## src/hw/rtl/ecal_pkg.sv

```systemverilog
// ============================================================================
// ecal_pkg
// Shared types, constants and tables of the epoch-to-calendar pipeline.
// ============================================================================
package ecal_pkg;

    localparam int ZONE_W = 5;
    localparam int EPOCH_W = 32;
    localparam int HOUR_W = 21;
    localparam int REM_W = 12;
    localparam int HOY_W = 14;
    localparam int DAY_W = 9;
    localparam int IN_TDATA_W = 32;
    localparam int OUT_TDATA_W = 40;

    localparam logic [ZONE_W-1:0] ZONE_RESET = 5'd8;

    // reciprocals for division by constants (exact over the ranges used)
    localparam logic [28:0] RECIP_225 = 29'd305419897;   // >> 36
    localparam logic [7:0]  DIV_225 = 8'd225;
    localparam logic [18:0] RECIP_4383 = 19'd489958;     // >> 31
    localparam logic [15:0] HOURS_PER_BLOCK = 16'd35064;
    localparam logic [12:0] RECIP_60 = 13'd4370;         // >> 18
    localparam logic [5:0]  SECS_PER_MIN = 6'd60;
    localparam logic [10:0] RECIP_3 = 11'd1366;          // >> 12
    localparam logic [4:0]  HOURS_PER_DAY = 5'd24;

    // hour offsets of the years in a four-year block starting at 1970
    localparam logic [15:0] YEAR1_START = 16'd8760;
    localparam logic [15:0] YEAR2_START = 16'd17520;
    localparam logic [15:0] YEAR3_START = 16'd26304;
    localparam logic [1:0]  LEAP_YEAR_IDX = 2'd2;
    localparam logic [7:0]  YEAR_BASE = 8'd70;

    localparam logic [DAY_W-1:0] FEB29_DAY = 9'd60;
    localparam logic [3:0] MONTH_FEB = 4'd1;
    localparam logic [4:0] DAY_29 = 5'd29;

    typedef logic signed [ZONE_W-1:0] zone_t;

    typedef struct packed {
        logic [HOUR_W-1:0] hours;
        logic [REM_W-1:0]  rem_secs;
    } hour_item_t;

    typedef struct packed {
        logic [7:0]       year;
        logic             leap;
        logic [HOY_W-1:0] hoy;
        logic [5:0]       minute;
        logic [5:0]       second;
    } year_item_t;

    typedef struct packed {
        logic [7:0] year;
        logic [3:0] month;
        logic [4:0] dom;
        logic [4:0] hour;
        logic [5:0] minute;
        logic [5:0] second;
    } cal_item_t;

    // first day of year before each month, common year
    function automatic logic [DAY_W-1:0] month_start(input logic [3:0] idx);
        logic [DAY_W-1:0] v;
        unique case (idx)
            4'd0:    v = 9'd0;
            4'd1:    v = 9'd31;
            4'd2:    v = 9'd59;
            4'd3:    v = 9'd90;
            4'd4:    v = 9'd120;
            4'd5:    v = 9'd151;
            4'd6:    v = 9'd181;
            4'd7:    v = 9'd212;
            4'd8:    v = 9'd243;
            4'd9:    v = 9'd273;
            4'd10:   v = 9'd304;
            4'd11:   v = 9'd334;
            default: v = 9'd0;
        endcase
        return v;
    endfunction

endpackage

```

## src/hw/rtl/ecal_hour_split.sv

```systemverilog
// ============================================================================
// ecal_hour_split
// Two stages: seconds to whole hours plus seconds within the hour, zone
// offset applied in hours, negative result clamped to zero.
// ============================================================================
module ecal_hour_split (
    input  logic                         aclk,
    input  logic                         aresetn,
    input  logic                         en,
    input  logic                         in_valid,
    input  logic [ecal_pkg::EPOCH_W-1:0] epoch,
    input  ecal_pkg::zone_t              zone,
    output logic                         out_valid,
    output ecal_pkg::hour_item_t         out_item
);
    import ecal_pkg::*;

    logic              v1_reg;
    logic [HOUR_W-1:0] q_reg, q_next;
    logic [27:0]       x_reg;
    logic [3:0]        lo_reg;
    logic              v2_reg;
    hour_item_t        item_reg, item_next;

    logic [56:0]        prod;
    logic [28:0]        qm;
    logic [28:0]        rf;
    logic signed [21:0] hs;

    always_comb begin
        prod = 57'(epoch[31:4]) * 57'(RECIP_225);
        q_next = prod[56:36];
    end

    always_comb begin
        qm = 29'(q_reg) * 29'(DIV_225);
        rf = 29'(x_reg) - qm;
        hs = $signed({1'b0, q_reg}) + 22'(zone);
        if (hs[21]) begin
            item_next.hours = '0;
            item_next.rem_secs = '0;
        end else begin
            item_next.hours = hs[HOUR_W-1:0];
            item_next.rem_secs = {rf[7:0], lo_reg};
        end
    end

    always_ff @(posedge aclk) begin
        if (!aresetn) begin
            v1_reg <= 1'b0;
            v2_reg <= 1'b0;
        end else if (en) begin
            v1_reg <= in_valid;
            v2_reg <= v1_reg;
        end
    end

    always_ff @(posedge aclk) begin
        if (en) begin
            q_reg <= q_next;
            x_reg <= epoch[31:4];
            lo_reg <= epoch[3:0];
            item_reg <= item_next;
        end
    end

    assign out_valid = v2_reg;
    assign out_item = item_reg;

endmodule

```

## src/hw/rtl/ecal_year_split.sv

```systemverilog
// ============================================================================
// ecal_year_split
// Three stages: hours into four-year blocks and single years, seconds
// within the hour into minute and second.
// ============================================================================
module ecal_year_split (
    input  logic                 aclk,
    input  logic                 aresetn,
    input  logic                 en,
    input  logic                 in_valid,
    input  ecal_pkg::hour_item_t in_item,
    output logic                 out_valid,
    output ecal_pkg::year_item_t out_item
);
    import ecal_pkg::*;

    logic              v3_reg, v4_reg, v5_reg;
    logic [5:0]        blk_reg, blk_next;
    logic [5:0]        min3_reg, min3_next;
    logic [HOUR_W-1:0] h3_reg;
    logic [REM_W-1:0]  rem3_reg;
    logic [15:0]       rh_reg, rh_next;
    logic [5:0]        blk4_reg;
    logic [5:0]        min4_reg;
    logic [5:0]        sec4_reg, sec4_next;
    year_item_t        item_reg, item_next;

    logic [36:0] pb;
    logic [23:0] pm;
    logic [20:0] bh;
    logic [20:0] rhf;
    logic [11:0] sm;
    logic [11:0] sf;
    logic [1:0]  yi;
    logic [15:0] ystart;
    logic [15:0] hoyf;

    function automatic logic [20:0] blk3_mul(input logic [5:0] b);
        return 21'(b) * 21'(HOURS_PER_BLOCK);
    endfunction

    always_comb begin
        pb = 37'(in_item.hours[HOUR_W-1:3]) * 37'(RECIP_4383);
        blk_next = pb[36:31];
        pm = 24'(in_item.rem_secs) * 24'(RECIP_60);
        min3_next = pm[23:18];
    end

    always_comb begin
        bh = 21'(blk3_mul(blk_reg));
        rhf = h3_reg - bh;
        rh_next = rhf[15:0];
        sm = 12'(min3_reg) * 12'(SECS_PER_MIN);
        sf = rem3_reg - sm;
        sec4_next = sf[5:0];
    end

    always_comb begin
        priority if (rh_reg >= YEAR3_START) begin
            yi = 2'd3;
            ystart = YEAR3_START;
        end else if (rh_reg >= YEAR2_START) begin
            yi = 2'd2;
            ystart = YEAR2_START;
        end else if (rh_reg >= YEAR1_START) begin
            yi = 2'd1;
            ystart = YEAR1_START;
        end else begin
            yi = 2'd0;
            ystart = '0;
        end
        hoyf = rh_reg - ystart;
        item_next.year = YEAR_BASE + {blk4_reg, 2'b00} + 8'(yi);
        item_next.leap = (yi == LEAP_YEAR_IDX);
        item_next.hoy = hoyf[HOY_W-1:0];
        item_next.minute = min4_reg;
        item_next.second = sec4_reg;
    end

    always_ff @(posedge aclk) begin
        if (!aresetn) begin
            v3_reg <= 1'b0;
            v4_reg <= 1'b0;
            v5_reg <= 1'b0;
        end else if (en) begin
            v3_reg <= in_valid;
            v4_reg <= v3_reg;
            v5_reg <= v4_reg;
        end
    end

    always_ff @(posedge aclk) begin
        if (en) begin
            blk_reg <= blk_next;
            min3_reg <= min3_next;
            h3_reg <= in_item.hours;
            rem3_reg <= in_item.rem_secs;
            rh_reg <= rh_next;
            blk4_reg <= blk_reg;
            min4_reg <= min3_reg;
            sec4_reg <= sec4_next;
            item_reg <= item_next;
        end
    end

    assign out_valid = v5_reg;
    assign out_item = item_reg;

endmodule

```

## src/hw/rtl/ecal_date_split.sv

```systemverilog
// ============================================================================
// ecal_date_split
// Three stages: hour of year into day and hour, leap-day handling, then
// month and day of month from the month table. Last stage is the output.
// ============================================================================
module ecal_date_split (
    input  logic                 aclk,
    input  logic                 aresetn,
    input  logic                 en,
    input  logic                 in_valid,
    input  ecal_pkg::year_item_t in_item,
    output logic                 out_valid,
    output ecal_pkg::cal_item_t  out_item
);
    import ecal_pkg::*;

    logic             v6_reg, v7_reg, v8_reg;
    year_item_t       y6_reg;
    logic [9:0]       d6_reg, d6_next;
    logic [7:0]       year7_reg;
    logic [5:0]       min7_reg, sec7_reg;
    logic [4:0]       hour7_reg, hour7_next;
    logic [DAY_W-1:0] day7_reg, day7_next;
    logic             feb29_reg, feb29_next;
    cal_item_t        item_reg, item_next;

    logic [21:0]      pd;
    logic [HOY_W-1:0] dm;
    logic [HOY_W-1:0] hf;
    logic [DAY_W-1:0] doy;
    logic [3:0]       mon;
    logic [DAY_W-1:0] domf;

    always_comb begin
        pd = 22'(in_item.hoy[HOY_W-1:3]) * 22'(RECIP_3);
        d6_next = pd[21:12];
    end

    always_comb begin
        dm = 14'(d6_reg) * 14'(HOURS_PER_DAY);
        hf = y6_reg.hoy - dm;
        hour7_next = hf[4:0];
        doy = DAY_W'(d6_reg) + 9'd1;
        feb29_next = y6_reg.leap && (doy == FEB29_DAY);
        if (y6_reg.leap && (doy > FEB29_DAY)) begin
            day7_next = doy - 9'd1;
        end else begin
            day7_next = doy;
        end
    end

    always_comb begin
        mon = '0;
        for (int i = 1; i < 12; i++) begin
            mon = mon + 4'(day7_reg > month_start(4'(i)));
        end
        domf = day7_reg - month_start(mon);
        item_next.year = year7_reg;
        item_next.hour = hour7_reg;
        item_next.minute = min7_reg;
        item_next.second = sec7_reg;
        if (feb29_reg) begin
            item_next.month = MONTH_FEB;
            item_next.dom = DAY_29;
        end else begin
            item_next.month = mon;
            item_next.dom = domf[4:0];
        end
    end

    always_ff @(posedge aclk) begin
        if (!aresetn) begin
            v6_reg <= 1'b0;
            v7_reg <= 1'b0;
            v8_reg <= 1'b0;
        end else if (en) begin
            v6_reg <= in_valid;
            v7_reg <= v6_reg;
            v8_reg <= v7_reg;
        end
    end

    always_ff @(posedge aclk) begin
        if (en) begin
            y6_reg <= in_item;
            d6_reg <= d6_next;
            year7_reg <= y6_reg.year;
            min7_reg <= y6_reg.minute;
            sec7_reg <= y6_reg.second;
            hour7_reg <= hour7_next;
            day7_reg <= day7_next;
            feb29_reg <= feb29_next;
            item_reg <= item_next;
        end
    end

    assign out_valid = v8_reg;
    assign out_item = item_reg;

endmodule

```

## src/hw/rtl/epoch_seconds_to_calendar_core.sv

```systemverilog
// ============================================================================
// epoch_seconds_to_calendar_core
// Seconds since 1970 plus a whole-hour zone offset to calendar fields.
// ============================================================================
// Usage:
//   s_ channel: one item per handshake, s_tdata[31:0] = epoch seconds.
//   m_ channel: one item per input item, in order, packed calendar fields.
//   cfg channel: cfg_data is the signed zone offset in hours; cfg_ready is
//   always high. Write it only while no item is in flight.
//   Pipeline: eight register stages (two for hours, three for years,
//   three for the date) lie between the input accept and m_tvalid.
//   Throughput: one item per cycle while the receiver does not stall.
//   Receiver stall: while m_tvalid is high and m_tready low, the whole
//   pipeline holds and s_tready drops; nothing is lost or repeated.
//   Reset: clears all stage valid bits and sets the zone offset to +8.
// ============================================================================
module epoch_seconds_to_calendar_core (
    input  logic                             aclk,
    input  logic                             aresetn,
    input  logic                             s_tvalid,
    output logic                             s_tready,
    input  logic [ecal_pkg::IN_TDATA_W-1:0]  s_tdata,   // [31:0] epoch_seconds
    output logic                             m_tvalid,
    input  logic                             m_tready,
    // [7:0] years_since_1900, [11:8] month_index, [16:12] day_of_month,
    // [21:17] hour_of_day, [27:22] minute_of_hour, [33:28] second_of_minute
    output logic [ecal_pkg::OUT_TDATA_W-1:0] m_tdata,
    input  logic                             cfg_valid,
    output logic                             cfg_ready,
    input  logic [ecal_pkg::ZONE_W-1:0]      cfg_data   // [4:0] zone_offset_hours
);
    import ecal_pkg::*;

    logic [ZONE_W-1:0] zone_reg;
    logic              en;
    logic              hour_valid, year_valid;
    hour_item_t        hour_item;
    year_item_t        year_item;
    cal_item_t         cal_item;

    assign en = m_tready || !m_tvalid;
    assign s_tready = en;
    assign cfg_ready = 1'b1;

    always_ff @(posedge aclk) begin
        if (!aresetn) begin
            zone_reg <= ZONE_RESET;
        end else if (cfg_valid && cfg_ready) begin
            zone_reg <= cfg_data;
        end
    end

    ecal_hour_split u_hour (
        .aclk      (aclk),
        .aresetn   (aresetn),
        .en        (en),
        .in_valid  (s_tvalid),
        .epoch     (s_tdata[EPOCH_W-1:0]),
        .zone      (zone_t'(zone_reg)),
        .out_valid (hour_valid),
        .out_item  (hour_item)
    );

    ecal_year_split u_year (
        .aclk      (aclk),
        .aresetn   (aresetn),
        .en        (en),
        .in_valid  (hour_valid),
        .in_item   (hour_item),
        .out_valid (year_valid),
        .out_item  (year_item)
    );

    ecal_date_split u_date (
        .aclk      (aclk),
        .aresetn   (aresetn),
        .en        (en),
        .in_valid  (year_valid),
        .in_item   (year_item),
        .out_valid (m_tvalid),
        .out_item  (cal_item)
    );

    assign m_tdata = {6'b0, cal_item.second, cal_item.minute, cal_item.hour,
                      cal_item.dom, cal_item.month, cal_item.year};

    a_field_range: assert property (@(posedge aclk) disable iff (!aresetn)
        m_tvalid |-> (m_tdata[11:8] <= 4'd11) && (m_tdata[16:12] != 5'd0) &&
                     (m_tdata[21:17] <= 5'd23) && (m_tdata[27:22] <= 6'd59) &&
                     (m_tdata[33:28] <= 6'd59))
        else $error("calendar field out of range");

    a_leap_day: assert property (@(posedge aclk) disable iff (!aresetn)
        (m_tvalid && (m_tdata[11:8] == MONTH_FEB) && (m_tdata[16:12] == DAY_29))
        |-> (m_tdata[1:0] == 2'b00))
        else $error("February 29 outside a leap year");

    a_reset_empty: assert property (@(posedge aclk)
        !aresetn |=> !m_tvalid)
        else $error("result valid straight after reset");

endmodule
```

## config.mk

```make
export PLATFORM = sky130hd
export DESIGN_NAME = epoch_seconds_to_calendar_core
export DESIGN_NICKNAME = d
export VERILOG_FILES = /design/src/hw/rtl/ecal_pkg.sv /design/src/hw/rtl/ecal_hour_split.sv /design/src/hw/rtl/ecal_year_split.sv /design/src/hw/rtl/ecal_date_split.sv /design/src/hw/rtl/epoch_seconds_to_calendar_core.sv
export SDC_FILE = /design/constraint.sdc
export NUM_CORES = 2
export LEC_CHECK = 0
export BUFFER_PORTS_ARGS = -buffer_cell sky130_fd_sc_hd__buf_2
export CORE_AREA = 5 5 250 252
export CTS_BUF_LIST = sky130_fd_sc_hd__clkbuf_16
export DETAILED_ROUTE_END_ITERATION = 8
export DIE_AREA = 0 0 255 257
export HOLD_SLACK_MARGIN = 0.03
export PLACE_DENSITY = 0.78
export SETUP_SLACK_MARGIN = 0.1
export SLEW_MARGIN = 20
export SYNTH_ARGS = -nofsm -noshare
export SYNTH_HDL_FRONTEND = slang
export SYNTH_HIERARCHICAL = 1
export SYNTH_SLANG_ARGS = --single-unit
```

## constraint.sdc

```tcl
create_clock -name aclk -period 12.2 [get_ports aclk]
set_input_delay 1.22 -clock aclk [delete_from_list [all_inputs] [get_ports aclk]]
set_output_delay 1.22 -clock aclk [all_outputs]
set_load 0.05 [all_outputs]
```

==> run_results.csv <==
group,metric,value,unit
logic_synthesis,synth_area_leaders,"fa_1, ha_1, edfxtp_1",
run,maxCapViolCount,0,
logic_synthesis,synth_edf_count,273,
drt,drc,0,
cts,clockBufferDepth,3,
finish,stdcell_area,37700,sq um
timing,hold_viol,0,
timing,rsz0062_at_grt,"false",
timing,setup_viol,0,
setup_path,critPathMaxStageDelay,550,ps
logic_synthesis,synth.distinct_cells,92,
setup_path,crit_chain,"buf_2 > inv_1 > ha_1 > inv_1 > fa_1 > fa_1 > inv_1 > fa_1 > inv_1 > fa_1 > fa_1 > inv_1 > fa_1 > inv_1 > ha_1 > nand4_2 > or3b_1 > or4_4 > a221oi_4 > o211ai_4 > a21o_4 > a21oi_4 > or3_2 > o311ai_2",
timing,finalCriticalPeriod,7680,ps
run_status,outcome,"complete, no violations",
logic_synthesis,synth_seq_cells,286,
logic_synthesis,synthCells,3162,
setup_path,critPathTopFamily,"adder cells",
finish,nFillCells,4635,
cts,cts.htree.levels,1,
timing,setup_tns,0,ps
timing,slew_headroom,32.4,%
logic_synthesis,synth_top_flop_cell,"edfxtp_1",
finish,finalNetCount,4462,
logic_synthesis,synthArstFlopShare,0,%
cts,clk-insertion-delay-late,570,ps
grt,antenna_found_initial,2,
grt,gr-total-overflow,0,
logic_synthesis,ys_warn_count,6,
die,core,59900,sq um
grt,grt_usage,22.5,%
setup_path,worst-endpoint-arrival,7980,ps
cts,postCtsSetupRepairBufs,0,
placed_design,placed_cell_area,36800,sq um
logic_synthesis,synth_top_area_share,27.7,%
placed_design,port_buffers,77,
hold_path,min_path_type,"reg -> reg",
logic_synthesis,yosysTopAreaCell,"fa_1",
timing,worst_pin_slew,1010,ps
setup_path,crit_path_top_delay_cell,"fa_1",
drt,wl_per_cell,17.7,um
die,rows,90,
die,fp.dieArea,65500,sq um
die,start_util,59.2,%
cts,cts-root-buf,"clkbuf_16",
cts,cts_made_buffers,29,
timing,period_share,63.0,%
drt,antenna_left,0,
finish,drive_above_1_share,5.24,%
timing,drv_slew,0,
setup_path,crit_required,12500,ps
die,ios,85,
die,die_h,257,um
cts,cts_hold_buf,0,
grt,grt_pass1_wl,118000,um
drt,dr.pass1.iters,7,
setup_path,worst-path-buf-inv,7,
setup_path,endpoint_kind,"register",
drt,routed_wl,71800,um
finish,ff_latch_area,8460,sq um
drt,vias,22000,
finish,syn2layout_area_growth,6.40,%
cts,cts_resized,0,
cts,clk_pin_slew,60,ps
placed_design,place_ws,3960,ps
placed_design,routabilityCongestion,0.963,
setup_path,crit_fanout,7,
logic_synthesis,syn_area,35500,sq um
placed_design,dp_hpwl,61600,um
cts,cts_sinks,286,
die,die_x,255,um
logic_synthesis,syn_area_per_cell,11.2,sq um
drt,vias_per_cell,5.42,
finish,largest_register_ff_count,35,
grt,grt_start_max_net_pins,83,
setup_path,critPathKind,"in -> reg",
setup_path,start_kind,"primary input",
finish,multi_input_area,23700,sq um
timing,fin_skew,15.7,ps
cts,cts_tree,"built",
logic_synthesis,synth.yosys.seq_area_share,23.9,%
grt,grt_pass1_vias,23000,
timing,max_freq,0.130,GHz
timing,worst_slack,4520,ps
drt,drt_iter0_drc,1285,
[cells in the mapped netlist (all sizes together), types with 9 or more instances]
master  count
nor2b      27
nor2       99
mux2i      16
edfxtp    273
inv       849
a211oi     19
o31ai       9
o21a       21
nor3       31
a21oi      94
a21boi      9
buf        12
nand2b     23
ha        670
or2        10
and3       15
nand3      30
xor2       40
o21ai      74
nand2      65
or3        10
fa        490
a31oi      10
xnor2      89
dfxtp      13
and2       10
a21o       38
nand4      14
[worst reg2reg max path, cell delays in order, from the launching register on]
cell and delay (ps):
edfxtp_1 600, inv_1 170, fa_1 540, fa_1 460
fa_1 550, fa_1 550, inv_1 50, fa_1 530
inv_1 60, fa_1 560, inv_1 50, ha_1 320
and4_1 240, a221o_1 310, a211o_1 260, a31oi_1 170
o21ai_1 130, a21oi_2 170, xnor2_1 230
[logic make-up (layout without fill, tap and decap cells)]
group	after synthesis	count (layout)	synth area share, %
adder cells (fa/ha/maj)	1160	1160	51.3
buffers and inverters	868	982	9.33
AND/OR/NAND/NOR	359	359	5.19
AO/OA/AOI/OAI	342	342	6.67
flip-flops	286	286	23.9
XOR/XNOR	129	129	3.19
multiplexers	16	16	0.452
other	2	9	0.0212
[metrics by stage]
step / hold slack, ps / util [%] / cells
floorplan: 400 / - / 3167
global placement: 401 / 61.4 / 4011
detailed placement: 405 / 61.4 / 4011
CTS: 416 / 63.0 / 4063
global route: 422 / 63.0 / 4063
finish: 414 / 63.0 / 4065
[path summary, 6_finish.rpt]
check / start / to / slack (ps) / depth (start not counted)
min: u_date/y6_reg[29] / u_date/year7_reg[2] / 410 / 0
max reg2reg: u_hour/out_item[23] / u_year/blk_reg[2] / 6030 / 18
max: s_tdata[12] / u_hour/q_reg[16] / 4520 / 24
min reg2reg: u_date/y6_reg[29] / u_date/year7_reg[2] / 410 / 0
[area by class of cell]
type,count,share of cell area [%]
Antenna cell,2,0.0133
Clock buffer,29,1.92
Clock inverter,23,0.617
Inverter,849,8.45
Multi-Input combinational cell,2013,62.9
Sequential cell,286,22.4
Tap cell,782,2.59
Timing Repair Buffer,81,1.10
[placed cells by master (no fill, tap or decap), types with 7 or more instances in the layout]
master / synthesis / layout
a21o_1: 34 / 34
dfxtp_1: 13 / 13
nand3_1: 30 / 30
or2_2: 10 / 10
fa_1: 490 / 490
ha_1: 670 / 670
o21a_1: 21 / 21
buf_2: 1 / 77
mux2i_1: 16 / 16
a21boi_0: 7 / 7
nor2b_1: 27 / 27
nand4_1: 13 / 13
o21ai_1: 12 / 12
nor2_1: 97 / 97
a21oi_1: 91 / 91
or3_1: 9 / 9
o31ai_1: 9 / 9
nor3_1: 31 / 31
xnor2_1: 89 / 88
xor2_1: 40 / 40
a211oi_1: 15 / 15
inv_1: 849 / 853
o21ai_0: 59 / 59
conb_1: 2 / 7
and3_1: 14 / 14
clkbuf_16: 0 / 29
a31oi_1: 9 / 9
and2_1: 10 / 10
nand2_1: 65 / 65
nand2b_1: 23 / 22
edfxtp_1: 273 / 273
[metal layers]
metal / part of all wire [%] / track usage [%]
met1: 44 / 31.5
met2: 49 / 37.9
met3: 5.1 / 2.90
met4: 2.5 / 5.01
met5: 0.018 / 0
Power is not shown: default switching activity piles up to over one toggle a cycle in this logic, so the estimate is an artifact.
